===== src/hw/rtl/svf_pkg.sv =====
`default_nettype none

package svf_pkg;

  // Store geometry: the packed cell index addresses the store modulo its depth
  localparam int IDX_W      = 15;
  localparam int MAT_W      = 8;
  localparam int SIZE_W     = 6;
  localparam int PLANE_W    = 2 * SIZE_W;
  localparam int VOL_W      = 3 * SIZE_W;
  localparam int STORE_CELLS = 1 << IDX_W;
  // Compare width for cursors against extents (cursor never exceeds 64)
  localparam int CMP_W      = 8;
  // Command queue between front and back
  localparam int Q_DEPTH    = 2;

  typedef enum logic [1:0] {
    OP_WRITE   = 2'd0,
    OP_CLEAR   = 2'd1,
    OP_RESTART = 2'd2,
    OP_NEXT    = 2'd3
  } op_t;

  typedef enum logic [1:0] {
    REG_SIZE_X = 2'd0,
    REG_SIZE_Y = 2'd1,
    REG_SIZE_Z = 2'd2
  } cfg_reg_t;

  // Neighbor visiting order: +y, -y, +x, -x, -z, +z
  typedef enum logic [2:0] {
    NB_YP = 3'd0,
    NB_YN = 3'd1,
    NB_XP = 3'd2,
    NB_XN = 3'd3,
    NB_ZN = 3'd4,
    NB_ZP = 3'd5
  } nb_dir_t;

  typedef struct packed {
    logic [1:0]       opcode;
    logic [IDX_W-1:0] cell_index;
    logic [MAT_W-1:0] material;
  } in_beat_t;

  typedef struct packed {
    logic [IDX_W-1:0] found_index;
    logic             found;
  } out_beat_t;

  typedef struct packed {
    op_t              op;
    logic [IDX_W-1:0] cell_index;
    logic [MAT_W-1:0] material;
  } cmd_t;

  typedef struct packed {
    logic [SIZE_W-1:0]  sx;
    logic [SIZE_W-1:0]  sy;
    logic [SIZE_W-1:0]  sz;
    logic [PLANE_W-1:0] plane;
    logic [VOL_W-1:0]   volume;
  } geom_t;

  typedef struct packed {
    logic init_busy;
  } back_status_t;

endpackage

`default_nettype wire


===== src/hw/rtl/svf_in_if.sv =====
`default_nettype none

interface svf_in_if;
  logic               valid;
  logic               ready;
  svf_pkg::in_beat_t  data;

  modport source (output valid, output data, input ready);
  modport sink   (input valid, input data, output ready);
endinterface

`default_nettype wire


===== src/hw/rtl/svf_front.sv =====
`default_nettype none

module svf_front (
  input  wire logic                  clk,
  input  wire logic                  rst,
  svf_in_if.sink                     in_ch,
  input  wire svf_pkg::back_status_t status,
  input  wire logic                  q_full,
  output svf_pkg::cmd_t              push_cmd,
  output logic                       push
);

  logic          stg_valid;
  svf_pkg::cmd_t stg;
  logic          take;

  // Hold off beats while the store is swept after reset
  assign in_ch.ready = !status.init_busy && (!stg_valid || !q_full);
  assign take        = in_ch.valid && in_ch.ready;

  assign push     = stg_valid && !q_full;
  assign push_cmd = stg;

  // Stage register: decode the opcode into a command
  always_ff @(posedge clk) begin
    if (rst) begin
      stg_valid <= 1'b0;
    end else if (take) begin
      stg_valid <= 1'b1;
    end else if (push) begin
      stg_valid <= 1'b0;
    end
  end

  always_ff @(posedge clk) begin
    if (take) begin
      stg.op         <= svf_pkg::op_t'(in_ch.data.opcode);
      stg.cell_index <= in_ch.data.cell_index;
      stg.material   <= in_ch.data.material;
    end
  end

endmodule

`default_nettype wire


===== src/flat_wrapper.sv =====
// flat-port wrapper written by rule: the top's interface ports become plain ports
module svf_front_flat 
  (clk, rst, status, q_full, push_cmd, push, in_ch_valid, in_ch_data, in_ch_ready);
  svf_in_if in_ch_i ();
  input  wire logic clk;
  input  wire logic rst;
  input  wire svf_pkg::back_status_t status;
  input  wire logic q_full;
  output svf_pkg::cmd_t push_cmd;
  output logic push;
  input wire logic [$bits(in_ch_i.valid)-1:0] in_ch_valid;
  input wire logic [$bits(in_ch_i.data)-1:0] in_ch_data;
  output wire logic [$bits(in_ch_i.ready)-1:0] in_ch_ready;
  assign in_ch_i.valid = in_ch_valid;
  assign in_ch_i.data = in_ch_data;
  assign in_ch_ready = in_ch_i.ready;
  svf_front u_core (.clk(clk), .rst(rst), .in_ch(in_ch_i), .status(status), .q_full(q_full), .push_cmd(push_cmd), .push(push));
endmodule

===== config.mk =====
export PLATFORM = sky130hd
export DESIGN_NAME = svf_front_flat
export DESIGN_NICKNAME = d
export VERILOG_FILES = /design/src/hw/rtl/svf_pkg.sv /design/src/hw/rtl/svf_in_if.sv /design/src/hw/rtl/svf_front.sv /design/src/flat_wrapper.sv
export SDC_FILE = /design/constraint.sdc
export NUM_CORES = 1
export LEC_CHECK = 0
export ABC_AREA = 1
export BUFFER_PORTS_ARGS = -buffer_cell sky130_fd_sc_hd__buf_2
export CORE_MARGIN = 3
export CORE_UTILIZATION = 41
export CTS_BUF_LIST = sky130_fd_sc_hd__clkbuf_4 sky130_fd_sc_hd__clkbuf_8
export CTS_CLUSTER_SIZE = 28
export DETAILED_ROUTE_END_ITERATION = 16
export PLACE_DENSITY = 0.78
export SLEW_MARGIN = 20
export SYNTH_ARGS = -nofsm -noshare
export SYNTH_HDL_FRONTEND = slang
export SYNTH_SLANG_ARGS = --single-unit

===== constraint.sdc =====
create_clock -name clk -period 2.6 [get_ports clk]
set_input_delay 0.39 -clock clk [delete_from_list [all_inputs] [get_ports clk]]
set_output_delay 0.39 -clock clk [all_outputs]
set_load 0.01 [all_outputs]

* Word-level counts from Yosys, hierarchy flattened
Cells that the tools add are included.
W data, S select, Z words.
** Word-level totals
- Bits in registers :: 26
- Bits of input ports :: 30
** Cells by class
- Reductions and logical operators :: 8
- Mux-type cells :: 2
** Operators with widths (number)
- $logic_and A1 B1 Y1 :: 3
- $logic_not A1 Y1 :: 3
- $mux W1 :: 2
- $reduce_bool A2 Y1 :: 1
- $logic_or A1 B1 Y1 :: 1

* Depth between registers and ports, before layout
Gate-level depths: netlist of the first run.
- Depth after elaboration :: 5
- Depth in mapped cells :: 4
- Depth with buffers taken out :: 4

* Worst setup path before layout of the first run
Ideal clock, no wire load.
- Path kind :: input -> register
- Start point :: input q_full
- End point :: register u_core.stg (netlist bit u_core.push_cmd[0]), enable pin
- Arrival :: 1.497 ns
- Stages on the path :: 3
- Setup slack :: 0.700 ns
- Data required time :: 2.197 ns
- Buffers on the path :: 0
- Setup time :: 0.403 ns
- Path through :: nand2_1 > inv_1 > nor3_2
** On the way
- Longest elaborated chain between the ends :: 4
** Ends and longest elaborated chain
- start: declaration :: line flat_wrapper.sv:8 : input wire logic q_full;
- $logic_not A1 Y1 :: line svf_front.sv:18 : assign in_ch.ready = !status.init_busy && (!stg_valid || !q_full);
- $logic_or A1 B1 Y1 :: line svf_front.sv:18
- $logic_and A1 B1 Y1 :: line svf_front.sv:18
- $logic_and A1 B1 Y1 :: line svf_front.sv:19 : assign take = in_ch.valid && in_ch.ready;
- net u_core.take :: line svf_front.sv:15 : logic take;
- end: declaration :: line svf_front.sv:14 : svf_pkg::cmd_t stg;
The timed path passes the listed nets, and every way through them passes these cells.
A chain may end at the register's enable or synchronous reset.

* Worst setup path in the final report of the first run
- Start point :: register u_core.stg_valid
- End point :: register u_core.stg (netlist bit u_core.push_cmd[10]), enable pin
** On the way
- Longest elaborated chain between the ends :: 4
** Ends and longest elaborated chain
- start: declaration :: line svf_front.sv:13 : logic stg_valid;
- start signal: assignment :: line svf_front.sv:27 : stg_valid <= 1'b0;
- start signal: assignment :: line svf_front.sv:29 : stg_valid <= 1'b1;
- start signal: assignment :: line svf_front.sv:31 : stg_valid <= 1'b0;
- $logic_not A1 Y1 :: line svf_front.sv:18
- $logic_or A1 B1 Y1 :: line svf_front.sv:18
- $logic_and A1 B1 Y1 :: line svf_front.sv:18
- $logic_and A1 B1 Y1 :: line svf_front.sv:19
- net u_core.take :: line svf_front.sv:15
The timed path passes the listed nets, and every way through them passes these cells.

==> impl_metrics.env, run 1 <==
export IMPL_run_status="completed"
export IMPL_grt_pass1_wl_um=1987
export IMPL_detail_route_drc_violations=0
export IMPL_initial_cell_density_of_the_core_pct=45.49
export IMPL_timing_final_ws_setup_ns=1.080
export IMPL_hold_depth=1
export IMPL_route_vias_total=506
export IMPL_timing_limited_maximum_frequency_ghz=0.6580
export IMPL_critical_path_buf_inv_count=2
export IMPL_floorplan_die_width_um=50.71
export IMPL_placeableCoreArea_um2=1802
export IMPL_post_route_cell_area_um2=1175
export IMPL_cts_resized=0
export IMPL_worstMarginPinSlew_ns=0.5494
export IMPL_total_nets_after_synthesis=67
export IMPL_start_of_the_worst_register_to_register_path="u_core.stg_valid"
export IMPL_finalHoldViolCount=0
export IMPL_yosysTopAreaCell="edfxtp_1"
export IMPL_area_growth_syn_to_layout_pct=43.36
export IMPL_period_share_pct=58.45
export IMPL_hpwl_detailed_um=1147
export IMPL_number_of_synthesized_register_bits=26
export IMPL_clk_insertion_delay_late_ns=0.30
export IMPL_cts_made_buffers=3
export IMPL_die_area_um2=2572
export IMPL_whs_endpoint="u_core.push_cmd[6]"
export IMPL_globalRouteTotalUtil_pct=10.90
export IMPL_synthTopCellsByArea="edfxtp_1 92%, dfxtp_1 2.4%, inv_1 2.3%, nor3_2 1.2%, nand2_1 0.92%"
export IMPL_worst_path_dominant_cell_family="simple AND/OR/NAND/NOR gates"
export IMPL_drv_slew=0
export IMPL_die_height_um=50.71
export IMPL_ir_drop_uv=306.7
export IMPL_grt_pass1_vias=438
export IMPL_gr_max_usage_layer="met2"
export IMPL_floorplan_rows=15
export IMPL_hold_path_class="input pin to register"
export IMPL_drt_antenna_violating_nets=0
export IMPL_numClockSinks=26
export IMPL_dp_worst_setup_slack_ns=0.8859
export IMPL_drv_max_cap_violation_count=0
export IMPL_power_per_cell_area_nw_per_um2=607.8
export IMPL_syn_mean_instance_area_um2=22.15
export IMPL_route_detailed_wl_per_inst_um=11.39
export IMPL_cts_tree="built"
export IMPL_fin_skew_ns=0.01408
export IMPL_ctsRootBufferMaster="clkbuf_4"
export IMPL_r2r_cells=4
export IMPL_worst_r2r_endpoint="u_core.push_cmd[10]"
export IMPL_clkTransAtPathRegs_ns=0.13
export IMPL_drt_initial_drc_count=8
export IMPL_power_total_w=0.0007141
export IMPL_final_layout_size_suffix_gt1_share_pct=63.27
export IMPL_via_per_inst=4.114
export IMPL_crit_path_start_kind="register"
export IMPL_worst_setup_path_class="register to register"
export IMPL_hp_start="in_ch_data[6]"
export IMPL_final_min_clock_period_ns=1.520
export IMPL_reg2reg_setup_slack_ns=1.08
export IMPL_detailed_place_area_um2=1145
export IMPL_ctsHtreeMaxLevel=1
export IMPL_grt_use_met3_pct=2.671
export IMPL_drt_first_pass_iters=4
export IMPL_synth_yosys_seq_area_share_pct=94.05
export IMPL_postRouteWirelength_um=1401
export IMPL_placer_congestion=0.6523
export IMPL_fin_worst_hold_slack_ns=0.2495
export IMPL_critical_path_max_stage_delay_ns=0.43
export IMPL_netlist_area_leader_share_pct=91.60
export IMPL_library_cell_contributing_the_largest_single_delay_on_the_critical_path="nor3_4"
export IMPL_fin_tns_setup_ns=0
export IMPL_total_number_of_nets_in_the_final_design=129
export IMPL_post_synth_instance_area_um2=819.5
export IMPL_global_route_overflow_total=0
export IMPL_maximum_number_of_pins_on_one_net_before_global_route_repair=15
export IMPL_rsz0062_at_grt="no"
export IMPL_standby_leakage_power_nw=0.5300
export IMPL_antenna_diode_count=0
export IMPL_cp_arrival_ns=1.52
export IMPL_antenna_found_initial=0
export IMPL_cts_hold_buf=0
export IMPL_distinct_cell_type_count_of_the_synthesized_netlist=7
export IMPL_finalSetupViolCount=0
export IMPL_critical_path_endpoint_type="register"
export IMPL_cts_setup_buffers=0
export IMPL_portBuffers=56
export IMPL_slew_headroom_pct=63.25
export IMPL_timing_critical_path_required_ns=2.60
export IMPL_critical_path_peak_fanout=14
export IMPL_global_route_usage_met1_pct=14.26
export IMPL_postSynthCellCount=37
export IMPL_cp_cell_sequence="nand2_1, inv_1, nor3_4, buf_4"
export IMPL_cts_buffer_depth=2
export IMPL_yosys_warning_total=0
export IMPL_boundaryPins=57
export IMPL_grt_use_met2_pct=16.96
[cells in the mapped netlist, drive strengths merged]
master / number
o21ai: 1
inv: 5
nand2: 2
nor3: 1
edfxtp: 25
nor2: 2
dfxtp: 1
[report_power, final]
part	leakage (nW)	switching (W)	internal [W]	total, W
clock	0.0184	0.0000986	0.0000701	0.000169
combinational	0.270	0.0000321	0.0000297	0.0000618
sequential	0.242	0.00000382	0.000480	0.000484
[area by class of cell]
type                            count  area, µm²
Multi-Input combinational cell      6      36.28
Sequential cell                    26      770.7
Fill cell                         144      626.9
Clock buffer                        4      30.03
Tap cell                           25      31.28
Inverter                            5      18.77
Timing Repair Buffer               57      287.8
[worst max-delay path by stage]
| stage | cells after the start | slack [ns] | endpoint | startpoint |
|---|---|---|---|---|
| final | 4 | 1.08 | u_core.push_cmd[10] | u_core.stg_valid |
| after global routing | 4 | 0.97 | u_core.push_cmd[0] | u_core.stg_valid |
| after CTS | 4 | 1.06 | u_core.push_cmd[10] | u_core.stg_valid |
| after detailed placement | 5 | 0.89 | u_core.push_cmd[10] | q_full |
| after global placement | 5 | 0.93 | u_core.push_cmd[10] | q_full |
| after floorplan | 3 | 0.70 | u_core.push_cmd[0] | q_full |
[through the flow]
step,util [%],cells
final,65.21,123
after global placement,63.54,119
after global routing,65.21,123
after CTS,65.21,123
after floorplan,-,37
after detailed placement,63.54,119
[cells in the final DEF (no fill, tap or decap), drive strengths merged]
master  synthesis  final
dfxtp           1      1
edfxtp         25     25
nor3            1      1
nand2           2      2
inv             5      5
nor2            2      2
clkbuf          0      4
o21ai           1      1
buf             0     57
[metal layers]
metal	share of wire (%)	up-vias
met2	47	36
met4	1.1	0
met3	12	2
met1	40	212
li1	-	256
met5	0	-
[registers in the layout, indices dropped and copies added, names as in the netlist]
register,cells
u_core.push_cmd,25
u_core.stg_valid,1
[logic make-up after synthesis]
family / count (synthesis) / share of synthesized area (%)
flops: 26 / 94.05
simple gates: 5 / 3.054
buf+inv: 5 / 2.290
compound gates: 1 / 0.6101
[worst register-to-register path, cell delays in order, from the launching register on]
cell,delay (ns)
dfxtp_1,0.33
nand2_1,0.07
inv_1,0.07
nor3_4,0.43
buf_4,0.32
(Power assumes the default switching activity.)
==> run 2: changes to the inputs <==
CORE_UTILIZATION = 37   (was 41)
PLACE_DENSITY = 0.74   (was 0.78)
clock period = 1.3 ns   (was 2.6 ns; I/O delays follow)
==> run 2 against run 1 <==
  * Largest power group unchanged
  * Die area up 9.5%
  * Sequential power up 100%
  * Critical path type is now register to primary output
  * Non-clock buffer count unchanged
  * Clock skew down 0.012 ns
  * Clock power up 100%
  * Combinational power up 110%
==> impl_metrics.env, run 2 (same netlist as run 1, synthesis figures left out) <==
export IMPL_grt_pass1_vias=516
export IMPL_antenna_diode_count=0
export IMPL_rsz0062_at_grt="no"
export IMPL_drv_max_cap_violation_count=0
export IMPL_drt_antenna_violating_nets=0
export IMPL_cts_buffer_depth=2
export IMPL_numClockSinks=26
export IMPL_placed_cells=121
export IMPL_layout_cells_most_common_list="56 x buf_2, 25 x edfxtp_1, 4 x inv_1, 4 x clkbuf_4, 2 x nor2_1"
export IMPL_cp_cell_sequence="nand2_2, inv_2, nor2_1, buf_2"
export IMPL_die_height_um=53.07
export IMPL_maximum_number_of_pins_on_one_net_before_global_route_repair=26
export IMPL_critical_path_buf_inv_count=2
export IMPL_globalRouteTotalUtil_pct=10.28
export IMPL_hold_path_class="input pin to register"
export IMPL_route_detailed_wl_per_inst_um=11.70
export IMPL_switching_power_w=0.0002720
export IMPL_power_per_cell_area_nw_per_um2=1203
export IMPL_global_route_usage_met1_pct=9.851
export IMPL_grt_use_met3_pct=3.380
export IMPL_grt_pass1_wl_um=2049
export IMPL_timing_critical_path_required_ns=1.11
export IMPL_run_status="completed"
export IMPL_antenna_found_initial=0
export IMPL_clk_insertion_delay_late_ns=0.30
export IMPL_ctsHtreeMaxLevel=1
export IMPL_ir_drop_uv=678.8
export IMPL_placeableCoreArea_um2=2022
export IMPL_boundaryPins=57
export IMPL_worst_path_dominant_cell_family="flip-flops"
export IMPL_grt_use_met2_pct=19.21
export IMPL_final_layout_size_suffix_gt1_share_pct=66.33
export IMPL_drv_slew=0
export IMPL_cts_hold_buf=0
export IMPL_critical_path_peak_fanout=2
export IMPL_die_area_um2=2816
export IMPL_fillCellCount=158
export IMPL_clkTransAtPathRegs_ns=0.12
export IMPL_hp_start="in_ch_data[1]"
export IMPL_start_of_the_worst_register_to_register_path="u_core.stg_valid"
export IMPL_comb_power_share_pct=9.1
export IMPL_floorplan_rows=16
export IMPL_filler_free_cell_count_of_the_finished_design=125
export IMPL_fin_util_pct=59.03
export IMPL_period_share_pct=89.06
export IMPL_worst_setup_path_class="register to primary output"
export IMPL_power_total_w=0.001436
export IMPL_initial_cell_density_of_the_core_pct=40.53
export IMPL_cts_tree="built"
export IMPL_drt_initial_drc_count=4
export IMPL_critical_path_endpoint_type="primary output"
export IMPL_cts_resized=0
export IMPL_postRouteWirelength_um=1462
export IMPL_library_cell_contributing_the_largest_single_delay_on_the_critical_path="dfxtp_2"
export IMPL_power_switching_share_pct=18.94
export IMPL_cts_setup_buffers=0
export IMPL_total_number_of_nets_in_the_final_design=129
export IMPL_ctsRootBufferMaster="clkbuf_4"
export IMPL_critical_path_max_stage_delay_ns=0.34
export IMPL_standby_leakage_power_nw=0.5323
export IMPL_global_route_overflow_total=0
export IMPL_route_vias_total=523
export IMPL_final_common_cell="buf_2"
export IMPL_crit_start="u_core.stg_valid"
export IMPL_internal_power_w=0.001164
export IMPL_worstMarginPinSlew_ns=0.1690
export IMPL_finalSetupViolCount=0
export IMPL_seq_power_share_pct=67.3
export IMPL_floorplan_die_width_um=53.07
export IMPL_crit_path_start_kind="register"
export IMPL_cts_made_buffers=3
export IMPL_finalHoldViolCount=0
export IMPL_hpwl_detailed_um=1211
export IMPL_fin_skew_ns=0.002403
export IMPL_slew_headroom_pct=88.70
export IMPL_area_growth_syn_to_layout_pct=45.65
export IMPL_drt_first_pass_iters=3
export IMPL_portBuffers=56
export IMPL_via_per_inst=4.184
export IMPL_gr_max_usage_layer="met2"
export IMPL_largest_reg_flops=25
export IMPL_final_min_clock_period_ns=1.158
export IMPL_timing_limited_maximum_frequency_ghz=0.8638
export IMPL_clock_power_share_pct=23.6
export IMPL_placer_congestion=0.6408
export IMPL_detail_route_drc_violations=0
export IMPL_cp_arrival_ns=0.96
## run 2: cell types whose count changed in the layout (fill, tap and decap cells not counted)
cell,previous run,this run
dfxtp_2,0,1
nand2_1,2,1
buf_4,1,0
inv_1,5,4
buf_12,0,1
dfxtp_1,1,0
nand2_2,0,1
inv_2,0,1
## run 2: final timing paths
path | cells after the start | endpoint | slack, ns
setup reg to reg | 4 | u_core.push_cmd[5] | 0.23
hold / removal | 1 | u_core.push_cmd[1] | 0.06
setup / recovery | 4 | in_ch_ready | 0.14
hold reg to reg | 4 | u_core.stg_valid | 0.57
## run 2: worst reg2reg max path, delay by kind of cell (launching register included)
kind | cells | cell delay (ns)
buf+inv | 2 | 0.25
simple gates | 2 | 0.20
flops | 1 | 0.34
## run 2: cell type report
cell class	count	area [µm²]	area share, %
sequential	26	772.0	64.68
clock buffer	4	30.03	2.516
multi-input combinational	6	38.79	3.249
inverter	5	18.77	1.572
timing repair buffer	57	300.3	25.16
tap	27	33.78	2.830
## run 2: metal layers
metal	share of wire (%)	routed length, µm	vias up
met4	0.96	14	0
met1	33	489	227
met3	16	236	2
met2	49	721	40
li1	-	-	254
met5	0	0	-
## run 2: per-stage QoR
step / worst slack, ns / cell area, µm² / hold slack, ns / setup TNS (ns)
2_1_floorplan: -0.1266 / 829.5 / 0.2939 / -3.166
3_3_place_gp: 0.2398 / 1164 / 0.3724 / 0
3_5_place_dp: 0.2205 / 1164 / 0.3736 / 0
4_1_cts: 0.1189 / 1194 / 0.04948 / 0
5_1_grt: 0.06621 / 1194 / 0.04302 / 0
6_report: 0.1423 / 1194 / 0.06219 / 0
## run 2: power groups by stage
stage | combinational, W | clock (W) | sequential [W]
2_1_floorplan | 0.0000240 | 0 | 0.00101
3_3_place_gp | 0.000128 | 0 | 0.000986
3_5_place_dp | 0.000133 | 0 | 0.000987
4_1_cts | 0.000133 | 0.000359 | 0.000968
5_1_grt | 0.000145 | 0.000386 | 0.000970
6_report | 0.000130 | 0.000339 | 0.000967
