===== src/hw/rtl/svf_pkg.sv =====
`default_nettype none

package svf_pkg;

  // Store geometry: the packed cell index addresses the store modulo its depth
  localparam int IDX_W      = 15;
  localparam int MAT_W      = 8;
  localparam int SIZE_W     = 6;
  localparam int PLANE_W    = 2 * SIZE_W;
  localparam int VOL_W      = 3 * SIZE_W;
  localparam int STORE_CELLS = 1 << IDX_W;
  // Compare width for cursors against extents (cursor never exceeds 64)
  localparam int CMP_W      = 8;
  // Command queue between front and back
  localparam int Q_DEPTH    = 2;

  typedef enum logic [1:0] {
    OP_WRITE   = 2'd0,
    OP_CLEAR   = 2'd1,
    OP_RESTART = 2'd2,
    OP_NEXT    = 2'd3
  } op_t;

  typedef enum logic [1:0] {
    REG_SIZE_X = 2'd0,
    REG_SIZE_Y = 2'd1,
    REG_SIZE_Z = 2'd2
  } cfg_reg_t;

  // Neighbor visiting order: +y, -y, +x, -x, -z, +z
  typedef enum logic [2:0] {
    NB_YP = 3'd0,
    NB_YN = 3'd1,
    NB_XP = 3'd2,
    NB_XN = 3'd3,
    NB_ZN = 3'd4,
    NB_ZP = 3'd5
  } nb_dir_t;

  typedef struct packed {
    logic [1:0]       opcode;
    logic [IDX_W-1:0] cell_index;
    logic [MAT_W-1:0] material;
  } in_beat_t;

  typedef struct packed {
    logic [IDX_W-1:0] found_index;
    logic             found;
  } out_beat_t;

  typedef struct packed {
    op_t              op;
    logic [IDX_W-1:0] cell_index;
    logic [MAT_W-1:0] material;
  } cmd_t;

  typedef struct packed {
    logic [SIZE_W-1:0]  sx;
    logic [SIZE_W-1:0]  sy;
    logic [SIZE_W-1:0]  sz;
    logic [PLANE_W-1:0] plane;
    logic [VOL_W-1:0]   volume;
  } geom_t;

  typedef struct packed {
    logic init_busy;
  } back_status_t;

endpackage

`default_nettype wire


===== src/hw/rtl/svf_queue.sv =====
`default_nettype none

module svf_queue (
  input  wire logic          clk,
  input  wire logic          rst,
  input  wire logic          push,
  input  wire svf_pkg::cmd_t push_cmd,
  input  wire logic          pop,
  output svf_pkg::cmd_t      head,
  output logic               full,
  output logic               empty
);

  localparam int PW = (svf_pkg::Q_DEPTH > 1) ? $clog2(svf_pkg::Q_DEPTH) : 1;
  localparam int CW = $clog2(svf_pkg::Q_DEPTH + 1);

  svf_pkg::cmd_t entries [svf_pkg::Q_DEPTH];
  logic [PW-1:0] wr_ptr;
  logic [PW-1:0] rd_ptr;
  logic [CW-1:0] count;

  assign full  = (count == CW'(svf_pkg::Q_DEPTH));
  assign empty = (count == '0);
  assign head  = entries[rd_ptr];

  // Pointers and fill count
  always_ff @(posedge clk) begin
    if (rst) begin
      wr_ptr <= '0;
      rd_ptr <= '0;
      count  <= '0;
    end else begin
      if (push && !full) begin
        wr_ptr <= (wr_ptr == PW'(svf_pkg::Q_DEPTH - 1)) ? '0 : wr_ptr + 1'b1;
      end
      if (pop && !empty) begin
        rd_ptr <= (rd_ptr == PW'(svf_pkg::Q_DEPTH - 1)) ? '0 : rd_ptr + 1'b1;
      end
      case ({push && !full, pop && !empty})
        2'b10:   count <= count + 1'b1;
        2'b01:   count <= count - 1'b1;
        default: count <= count;
      endcase
    end
  end

  always_ff @(posedge clk) begin
    if (push && !full) begin
      entries[wr_ptr] <= push_cmd;
    end
  end

endmodule

`default_nettype wire


===== config.mk =====
export PLATFORM = sky130hd
export DESIGN_NAME = svf_queue
export DESIGN_NICKNAME = d
export VERILOG_FILES = /design/src/hw/rtl/svf_pkg.sv /design/src/hw/rtl/svf_queue.sv
export SDC_FILE = /design/constraint.sdc
export NUM_CORES = 1
export LEC_CHECK = 0
export BUFFER_PORTS_ARGS = -buffer_cell sky130_fd_sc_hd__buf_2
export CAP_MARGIN = 20
export CORE_MARGIN = 2
export CORE_UTILIZATION = 55
export CTS_BUF_LIST = sky130_fd_sc_hd__clkbuf_4 sky130_fd_sc_hd__clkbuf_8
export DETAILED_ROUTE_END_ITERATION = 8
export GPL_ROUTABILITY_DRIVEN = 0
export PLACE_DENSITY = 0.83
export SETUP_SLACK_MARGIN = 0.02
export SYNTH_ARGS = -nofsm -noshare
export SYNTH_HDL_FRONTEND = slang
export SYNTH_SLANG_ARGS = --single-unit

===== constraint.sdc =====
create_clock -name clk -period 4.9 [get_ports clk]
set_input_delay 0.98 -clock clk [delete_from_list [all_inputs] [get_ports clk]]
set_output_delay 0.98 -clock clk [all_outputs]
set_load 0.05 [all_outputs]

Yosys cells after proc, flatten, opt, wreduce, memory -nomap -nowiden --
Memory sizes are Yosys's and may differ from the RTL's. A register that Yosys moved wholly into a read port is not among the register bits. Cells that the tools add are included.
Word-level totals: register bits 4, logic and storage cells 24, memory bits (writable) 50, output and inout bits 27, memories 1
Operators by class: reductions and logical operators 6, muxes and demuxes 7, equal/unequal tests 3, add/sub/neg operators 4
Memory list:
- entries | words 2, bits a word 25, read ports 1, clocked after memory_dff 1, wr ports 1, RTL line svf_queue.sv:17 | svf_pkg::cmd_t entries [svf_pkg::Q_DEPTH];
Operators by type and width (number):
- 2-to-1 mux 1 bit | 6
- equality test 2 bit (second input constant) | 2
- one-hot mux 2 bit (2 select lines) | 1
- adder 1 bit (second input constant) | 2
- adder 2 x 1 -> 2 bit (second input constant) | 1
- equality test 2 x 1 -> 1 bit (second input constant) | 1
- logical AND 1 bit | 2
- logical NOT 1 bit | 2
- logical NOT 2 bit | 1
- nonzero test 2 bit | 1
- subtractor 2 x 1 -> 2 bit (second input constant) | 1

Logic depth before layout (Yosys ltp) --
Gate-level depths: netlist of the first run.
depth in word-level cells 5, depth in mapped cells 6, mapped depth without buffers 6

Worst setup path before layout of the first run --
No wires, ideal clock.
path type in2reg, from input push, to memory entries[0][0] (netlist name), enable pin, setup time 380 ps, path slack 2645 ps, path buffers 0, stages on the path 3, data arrival time 1875 ps, cell sequence inv_1 -> or3_1 -> inv_1
Between the ends: word-level cells in the longest chain between the ends 3
Ends and longest elaborated chain:
- start: declaration | RTL line svf_queue.sv:6 | input wire logic push,
- logical AND 1 bit | RTL line svf_queue.sv:48 | if (push && !full) begin
- 2-to-1 mux 1 bit | RTL line svf_queue.sv:48
- 2-to-1 mux 1 bit (implied by the code) | RTL line svf_queue.sv:49 | entries[wr_ptr] <= push_cmd;
- end: declaration | RTL line svf_queue.sv:17
Every way passes these cells.

==> results of run 1 <==
[worst max-delay path, cell delays in order (launching register included)]
cell and delay, ps:
dfxtp_1 590, buf_8 230, mux2_2 360, buf_2 210
[synth_stat cells (all sizes together)]
cell,instances,area (sq um)
o21a,1,7.51
xnor2,2,17.5
nand2,1,3.75
a21oi,2,10.0
mux2,25,282
inv,3,11.3
buf,3,15.0
ha,1,12.5
nor2,4,15.0
and3,1,6.26
o21ai,2,10.0
nand2b,1,8.76
edfxtp,50,1500
dfxtp,5,100
xor2,1,8.76
or3,2,12.5
[cell type report]
cell class | instances | area, sq um | share of cell area
clock buffer | 6 | 76.3 | 0.0309
multi-input combinational | 43 | 394 | 0.159
tap | 48 | 60.1 | 0.0243
timing repair buffer | 57 | 318 | 0.128
inverter | 3 | 11.3 | 0.00455
sequential | 55 | 1600 | 0.647
clock inverter | 2 | 12.5 | 0.00506
[stage by stage]
stage,setup slack [ps],utilization
CTS,1900,0.674
global route,2130,0.686
finish,2230,0.686
global placement,2260,0.650
floorplan,2650,-
detailed placement,2240,0.650
[flip-flops by register name (all words and copies together) (netlist names), named ones only]
| name | flops |
|---|---|
| rd_ptr | 1 |
| entries | 50 |
| wr_ptr | 1 |
| count | 2 |
[final timing paths]
path | from | endpoint | slack (ps) | cells past startpoint
worst max-delay path | flop | head[5] | 2230 | 3
worst min-delay path | wr_ptr | wr_ptr | 510 | 2
worst max register to register | count[0] | entries[0][24] | 2840 | 4
worst min register to register | wr_ptr | wr_ptr | 510 | 2
[placed cells by master (no fill, tap or decap), types with 2 or more instances in the layout]
cell       n
o21ai_0    2
dfxtp_1    5
clkbuf_8   5
or3_1      2
nor2_1     4
mux2_1    11
buf_2     55
xnor2_1    2
inv_1      2
mux2_2    14
a21oi_1    2
edfxtp_1  50
[cell families after synthesis]
group / share of synthesized area
flip-flops: 0.792
multiplexers: 0.139
AND/OR/NAND/NOR: 0.0229
buffers and inverters: 0.0130
AO/OA/AOI/OAI: 0.0136
XOR/XNOR: 0.0130
adder cells (fa/ha/maj): 0.00619
[power by group]
part	switching [uW]	leakage (uW)	internal, uW
sequential	35.6	0.000509	595
combinational	420	0.000394	170
clock	130	0.0000446	105
[routing by layer]
layer / part of all wire / up-vias / wire (um) / global-route usage
li1: - / 515 / - / -
met2: 0.56 / 29 / 1710 / 0.288
met1: 0.37 / 501 / 1120 / 0.154
met5: 0 / - / 0 / 0
met4: 0.021 / 0 / 63 / 0.0718
met3: 0.050 / 8 / 152 / 0.0556
==> metrics, run 1 <==
Mapped Cells=between 100 and 150; Max-Cap Viols=0; flops & latches, synth=55; Final Power=approximately 1500 uW; placed cell count=between 200 and 250; CTS tree=built; Avg Cell Area, Syn=between 15 and 20 sq um; CTS max path bufs=2; Static Leak=approximately 0.00095 uW; synth warn=0; CTS resizes=0; Routed Antenna Nets=0; DRT Wirelength=3050 um; drt pass-1 iters=3; initial antenna violation count=0; final hold violations=0; critical path class=reg2out; final hold slack=511 ps; post-synthesis cell area=slightly above 2000 sq um; Yosys cell types=18; fin crit share=0.546; Crit Path Max Fanout=17; Power Density=roughly 590 nW/um^2; Core ar.=about 3600 sq um; worst slew margin relative to its limit=0.358; Die Area=4180 sq um; CTS Root Cell=clkbuf_8; Sink Count=55; register area share after synthesis=0.792; initial core utilization=0.561; H-tree depth=2; Clk Latency, worst-skew pair=about 290 ps; vias in the first global route=approximately 1.1k; DP Area=roughly 2300 sq um; post-DP HPWL=between 2000 and 2500 um; critical path launch point type=flop; DR vias=1053; # diodes=0; Post-Layout Inst Area=between 2000 and 2500 sq um; CTS Hold Bufs=0; worst slew pin tran=between 900 and 1000 ps; arrival time worst endpoint=1690 ps; CTS clock-pin slew for the worst setup and hold paths=about 90 ps; Die X=~65 um; layout cells sized above 1=0.488; Layout Nets=approximately 200; DR WL/cell=between 10 and 15 um; DR iter-0 viols=9; Setup TNS=0 ps; Fill cells=about 260; first-pass GRT wire length=between 4000 and 5000 um; DR DRC count=0; Hold Path Class=reg2reg; vias per cell=between 4 and 5; Max IR drop VDD=roughly 0.35 mV; FMAX=374 MHz; total grt overflow=0; Tmin final=2670 ps; Die Y=approximately 65 um; Worst Skew=between 3 and 4 ps; IO Pins=56; Mapped Nets=134; CTS Buf Count=5; post-CTS setup buffers=0; status=finished clean; Overall Global Routing Usage=0.156; Final Max Slew Viols=0; count of buffers from port buffering=55; row cnt=22; RSZ-0062 raised after global routing=no; CP required=a little under 4000 ps; final std cells w/o fill=between 200 and 250; final setup fails=0; Area Overhead vs Synth=22.3%; largest net degree at the start of global routing=26; Critical Path Sink Type=output port
Note: power is estimated with default switching activity, not from simulation.
==> run 2: changes to the inputs <==
--- a/config.mk
+++ b/config.mk
@@ -8,11 +8,11 @@
 export BUFFER_PORTS_ARGS = -buffer_cell sky130_fd_sc_hd__buf_2
 export CAP_MARGIN = 20
 export CORE_MARGIN = 2
-export CORE_UTILIZATION = 55
+export CORE_UTILIZATION = 53
 export CTS_BUF_LIST = sky130_fd_sc_hd__clkbuf_4 sky130_fd_sc_hd__clkbuf_8
 export DETAILED_ROUTE_END_ITERATION = 8
 export GPL_ROUTABILITY_DRIVEN = 0
-export PLACE_DENSITY = 0.83
+export PLACE_DENSITY = 0.81
 export SETUP_SLACK_MARGIN = 0.02
 export SYNTH_ARGS = -nofsm -noshare
 export SYNTH_HDL_FRONTEND = slang
==> constraint.sdc (replaced) <==
create_clock -name clk -period 2.7 [get_ports clk]
set_input_delay 0.54 -clock clk [delete_from_list [all_inputs] [get_ports clk]]
set_output_delay 0.54 -clock clk [all_outputs]
set_load 0.05 [all_outputs]
==> run 2 against run 1 <==
  * Die area rose by 3.5%
  * Clock skew rose by 2.5 ps
  * Cell count rose by 0.47%
  * Non-clock buffer count rose by 1
==> metrics, run 2 (synthesis results as in run 1) <==
status=finished clean; Die Y=65.8 um (+1.8%); final worst slack=484 ps (-1740 ps); DRT Wirelength=3140 um (+2.9%); total grt overflow=0 (unchanged); largest net degree at the start of global routing=26 (unchanged); count of buffers from port buffering=55 (unchanged); Layout Nets=196 (+0.51%); final hold violations=0 (unchanged); FMAX=roughly 450 MHz; dpl ws=789 ps (-1450 ps); Worst Skew=6.14 ps (+2.55 ps); CTS clock-pin slew for the worst setup and hold paths=90 ps (about the same); RSZ-0062 raised after global routing=no; Largest register FFs=50 (unchanged); Die Area=4330 sq um (+3.5%); IO Pins=56 (unchanged); Max-Cap Viols=0 (unchanged); Fill cells=261 (+1.2%); critical path launch point type=flop; worst slew pin tran=421 ps (-541 ps); Final Max Slew Viols=0 (unchanged); commonest non-fill, non-tap cell in the layout=buf_2; CTS max path bufs=2 (unchanged); final setup fails=0 (unchanged); vias in the first global route=1059 (-0.094%); fin crit share=0.821; critical path class=reg2out; Routed Antenna Nets=0 (unchanged); Overall Global Routing Usage=0.157 (+0.000902); arrival time worst endpoint=1680 ps (about the same); DR vias=1071 (+1.7%); drt pass-1 iters=4 (+1); Static Leak=0.000959 uW (+1.1%); biggest regs=entries x50, count x2; Core ar.=3660 sq um (+1.5%); Max IR drop VDD=0.584 mV (+65%); worst slew margin relative to its limit=0.719 (+0.361); Area Overhead vs Synth=22.9%; Setup TNS=0 ps (unchanged); Tmin final=between 2000 and 2500 ps; layout cells sized above 1=0.485 (-0.00292); CTS tree=built; Clk Latency, worst-skew pair=300 ps (about the same); Hold Path Class=in2reg; CTS resizes=0 (unchanged); initial antenna violation count=0 (unchanged); post-DP HPWL=2220 um (+5.6%); DR DRC count=0 (unchanged); CTS Buf Count=5 (unchanged); row cnt=22 (unchanged); post-CTS setup buffers=0 (unchanged); CTS Hold Bufs=0 (unchanged); Crit Path Max Fanout=17 (unchanged); Die X=65.8 um (+1.8%); H-tree depth=2 (unchanged); Power Density=1100 nW/um^2 (+87%); Sink Count=55 (unchanged); DR iter-0 viols=57 (+48); vias per cell=4.98 (+1.2%); Largest Register=entries; DR WL/cell=14.6 um (+2.4%); CTS Root Cell=clkbuf_8; Critical Path Sink Type=output port; CP required=2160 ps (-1760 ps); first-pass GRT wire length=4750 um (+1.9%); # diodes=0 (unchanged); commonest non-fill, non-tap cells in the layout=buf_2, edfxtp_1, mux2_2, mux2_1; initial core utilization=0.552 (-0.00843)
run 2: path summary, 6_finish.rpt:
check                from  cells past startpoint              to  slack (ps)
max                  flop                      3        head[18]         480
min          push_cmd[16]                      1  entries[0][16]         420
max reg2reg      count[0]                      5  entries[0][11]        1010
min reg2reg        wr_ptr                      2          wr_ptr         510
run 2: layer usage:
layer,track usage,share of wire,vias to the layer above
met5,0,0,-
li1,-,-,518
met3,0.0685,0.053,7
met1,0.166,0.39,517
met2,0.271,0.54,29
met4,0.0625,0.019,0
run 2: critical path, stage by stage, from the launching register on:
cell and delay (ps):
dfxtp_1 590, buf_12 220, mux2_1 350, buf_2 220
run 2: area by class of cell:
cell class | count | area [sq um] | area share
sequential | 55 | 1600 | 0.645
multi-input combinational | 43 | 394 | 0.159
timing repair buffer | 58 | 310 | 0.125
clock buffer | 5 | 68.8 | 0.0277
tap | 48 | 60.1 | 0.0242
clock inverter | 3 | 38.8 | 0.0156
inverter | 3 | 11.3 | 0.00453
run 2: metrics by stage:
step	power (uW)	util	std cells	hold slack (ps)	area, sq um
2_1_floorplan	2000	-	104	452	2020
3_3_place_gp	2220	0.649	207	468	2380
3_5_place_dp	2250	0.649	207	496	2380
4_1_cts	2760	0.679	215	414	2480
5_1_grt	2840	0.679	215	407	2480
6_report	2740	0.679	215	421	2480
run 2: report_power, final:
part           internal [uW]  switching [uW]  total [uW]
sequential              1080            66.1        1140
clock                    271             241         513
combinational            313             766        1080
total                   1660            1070        2740
==> run 3: changes to the inputs <==
==> constraint.sdc (replaced) <==
create_clock -name clk -period 2.3 [get_ports clk]
set_input_delay 0.46 -clock clk [delete_from_list [all_inputs] [get_ports clk]]
set_output_delay 0.46 -clock clk [all_outputs]
set_load 0.05 [all_outputs]
==> run 3 against run 2 <==
  * Design area down 0.86%
  * Sequential share of layout area up 0.56 points
  * Largest cell class unchanged
  * Core utilization down 0.58 points
  * First-iteration DRC count down 42%
  * Count of clock-buffer cells in the layout unchanged
  * Die area unchanged
  * Non-clock buffer count up 1
  * Setup slack worse by 130 ps
  * Worst hold slack worse by 89 ps
  * Combinational power up 19%
  * Sequential cell count unchanged
==> metrics, run 3 (synthesis results as in run 1) <==
DRT Wirelength=3220 um (+2.7%); Die Y=65.8 um (unchanged); multi-input logic area=394 sq um (unchanged); # diodes=0 (unchanged); largest net degree at the start of global routing=26 (unchanged); WP buf/inv=2 (unchanged); commonest non-fill, non-tap cells in the layout=buf_2, edfxtp_1, mux2_2, mux2_1; Setup TNS=0 ps (unchanged); row cnt=22 (unchanged); count of buffers from port buffering=55 (unchanged); Die X=65.8 um (unchanged); DR iter-0 viols=33 (-42%); Overall Global Routing Usage=0.158 (+0.00173); critical path class=reg2out; worst slew margin relative to its limit=0.784 (+0.0645); Routed Antenna Nets=0 (unchanged); CP required=1840 ps (-320 ps); Layout Nets=197 (+0.51%); Final Power=3120 uW (+14%); IO Pins=56 (unchanged); biggest regs=entries x50, count x2; final hold violations=0 (unchanged); sequential cell area=1600 sq um (unchanged); Critical Path Sink Type=output port; DR WL/cell=14.9 um (+2.3%); Post-Layout Inst Area=2460 sq um (-0.86%); H-tree depth=2 (unchanged); vias per cell=5.01 (+0.65%); Core ar.=3660 sq um (unchanged); CTS Buf Count=5 (unchanged); CTS resizes=0 (unchanged); CP delay by family, top=buffers and inverters; Worst Skew=8.15 ps (+2.01 ps); first-pass GRT wire length=4800 um (+0.86%); CTS Root Cell=clkbuf_8; total grt overflow=0 (unchanged); Max IR drop VDD=0.659 mV (+13%); final hold slack=332 ps (-89.0 ps); post-DP HPWL=2280 um (+2.7%); layout cells sized above 1=0.494 (+0.00902); CTS tree=built; Final Max Slew Viols=0 (unchanged); final setup fails=0 (unchanged); arrival time worst endpoint=1490 ps (-190 ps); Hold Path Class=in2reg; Crit Path Max Fanout=17 (unchanged); CTS Hold Bufs=0 (unchanged); Static Leak=0.000954 uW (-0.51%); post-CTS setup buffers=0 (unchanged); Sink Count=55 (unchanged); slowest cell delay on critical path=370 ps (-220 ps); worst slew pin tran=325 ps (-96.1 ps); RSZ-0062 raised after global routing=no; DP Area=2370 sq um (-0.21%); initial antenna violation count=0 (unchanged); Die Area=4330 sq um (unchanged); CP cell instances=buf_4, mux2_2, buf_2; DR vias=1083 (+1.1%); dpl ws=609 ps (-181 ps); CTS clock-pin slew for the worst setup and hold paths=100 ps (about the same); Max-Cap Viols=0 (unchanged); Largest register FFs=50 (unchanged); final worst slack=349 ps (-135 ps); Power Density=1270 nW/um^2 (+15%); critical path launch point type=flop; Slowest cell on crit path=mux2_2; commonest non-fill, non-tap cell in the layout=buf_2; initial core utilization=0.552 (unchanged); DR DRC count=0 (unchanged); Clk Latency, worst-skew pair=310 ps (about the same); FMAX=513 MHz; Area Overhead vs Synth=21.8%; vias in the first global route=1064 (+0.47%); drt pass-1 iters=4 (unchanged); fin crit share=0.848; CTS max path bufs=2 (unchanged); Tmin final=between 1500 and 2000 ps; Fill cells=268 (+2.7%); status=finished clean; Largest Register=entries
## run 3: cell types whose count changed in the layout (fill, tap and decap cells not counted)
cell / delta
buf_4: +2
clkinv_4: +1
bufinv_16: -1
clkinv_1: -1
inv_6: +1
buf_12: -1
## run 3: stage by stage
step                cells  utilization
floorplan             104            -
global placement      208        0.648
detailed placement    208        0.648
CTS                   216        0.673
global route          216        0.673
finish                216        0.673
## run 3: final timing paths
check | from | end | slack [ps] | cells after the start
max | flop | head[9] | 350 | 3
min | push_cmd[23] | entries[1][23] | 330 | 1
max reg2reg | count[0] | entries[0][21] | 610 | 5
min reg2reg | wr_ptr | wr_ptr | 490 | 2
## run 3: area by class of cell
type	instances	share of cell area
Clock inverter	3	0.00914
Tap cell	48	0.0244
Inverter	3	0.00457
Sequential cell	55	0.650
Timing Repair Buffer	59	0.124
Clock buffer	5	0.0279
Multi-Input combinational cell	43	0.160
## run 3: report_power, final
group	switching, uW	total [uW]	internal [uW]
Sequential	60.0	1330	1270
Combinational	919	1280	359
Clock	301	519	218
## run 3: per-layer routing
metal  vias to the layer above  routed length [um]  global-route usage  share of wire
met5                         -                   0                   0              0
met2                        30                1800               0.289           0.56
met1                       530                1180               0.165           0.37
met3                         5                 175              0.0479          0.054
li1                        518                   -                   -              -
met4                         0                  59              0.0703          0.018
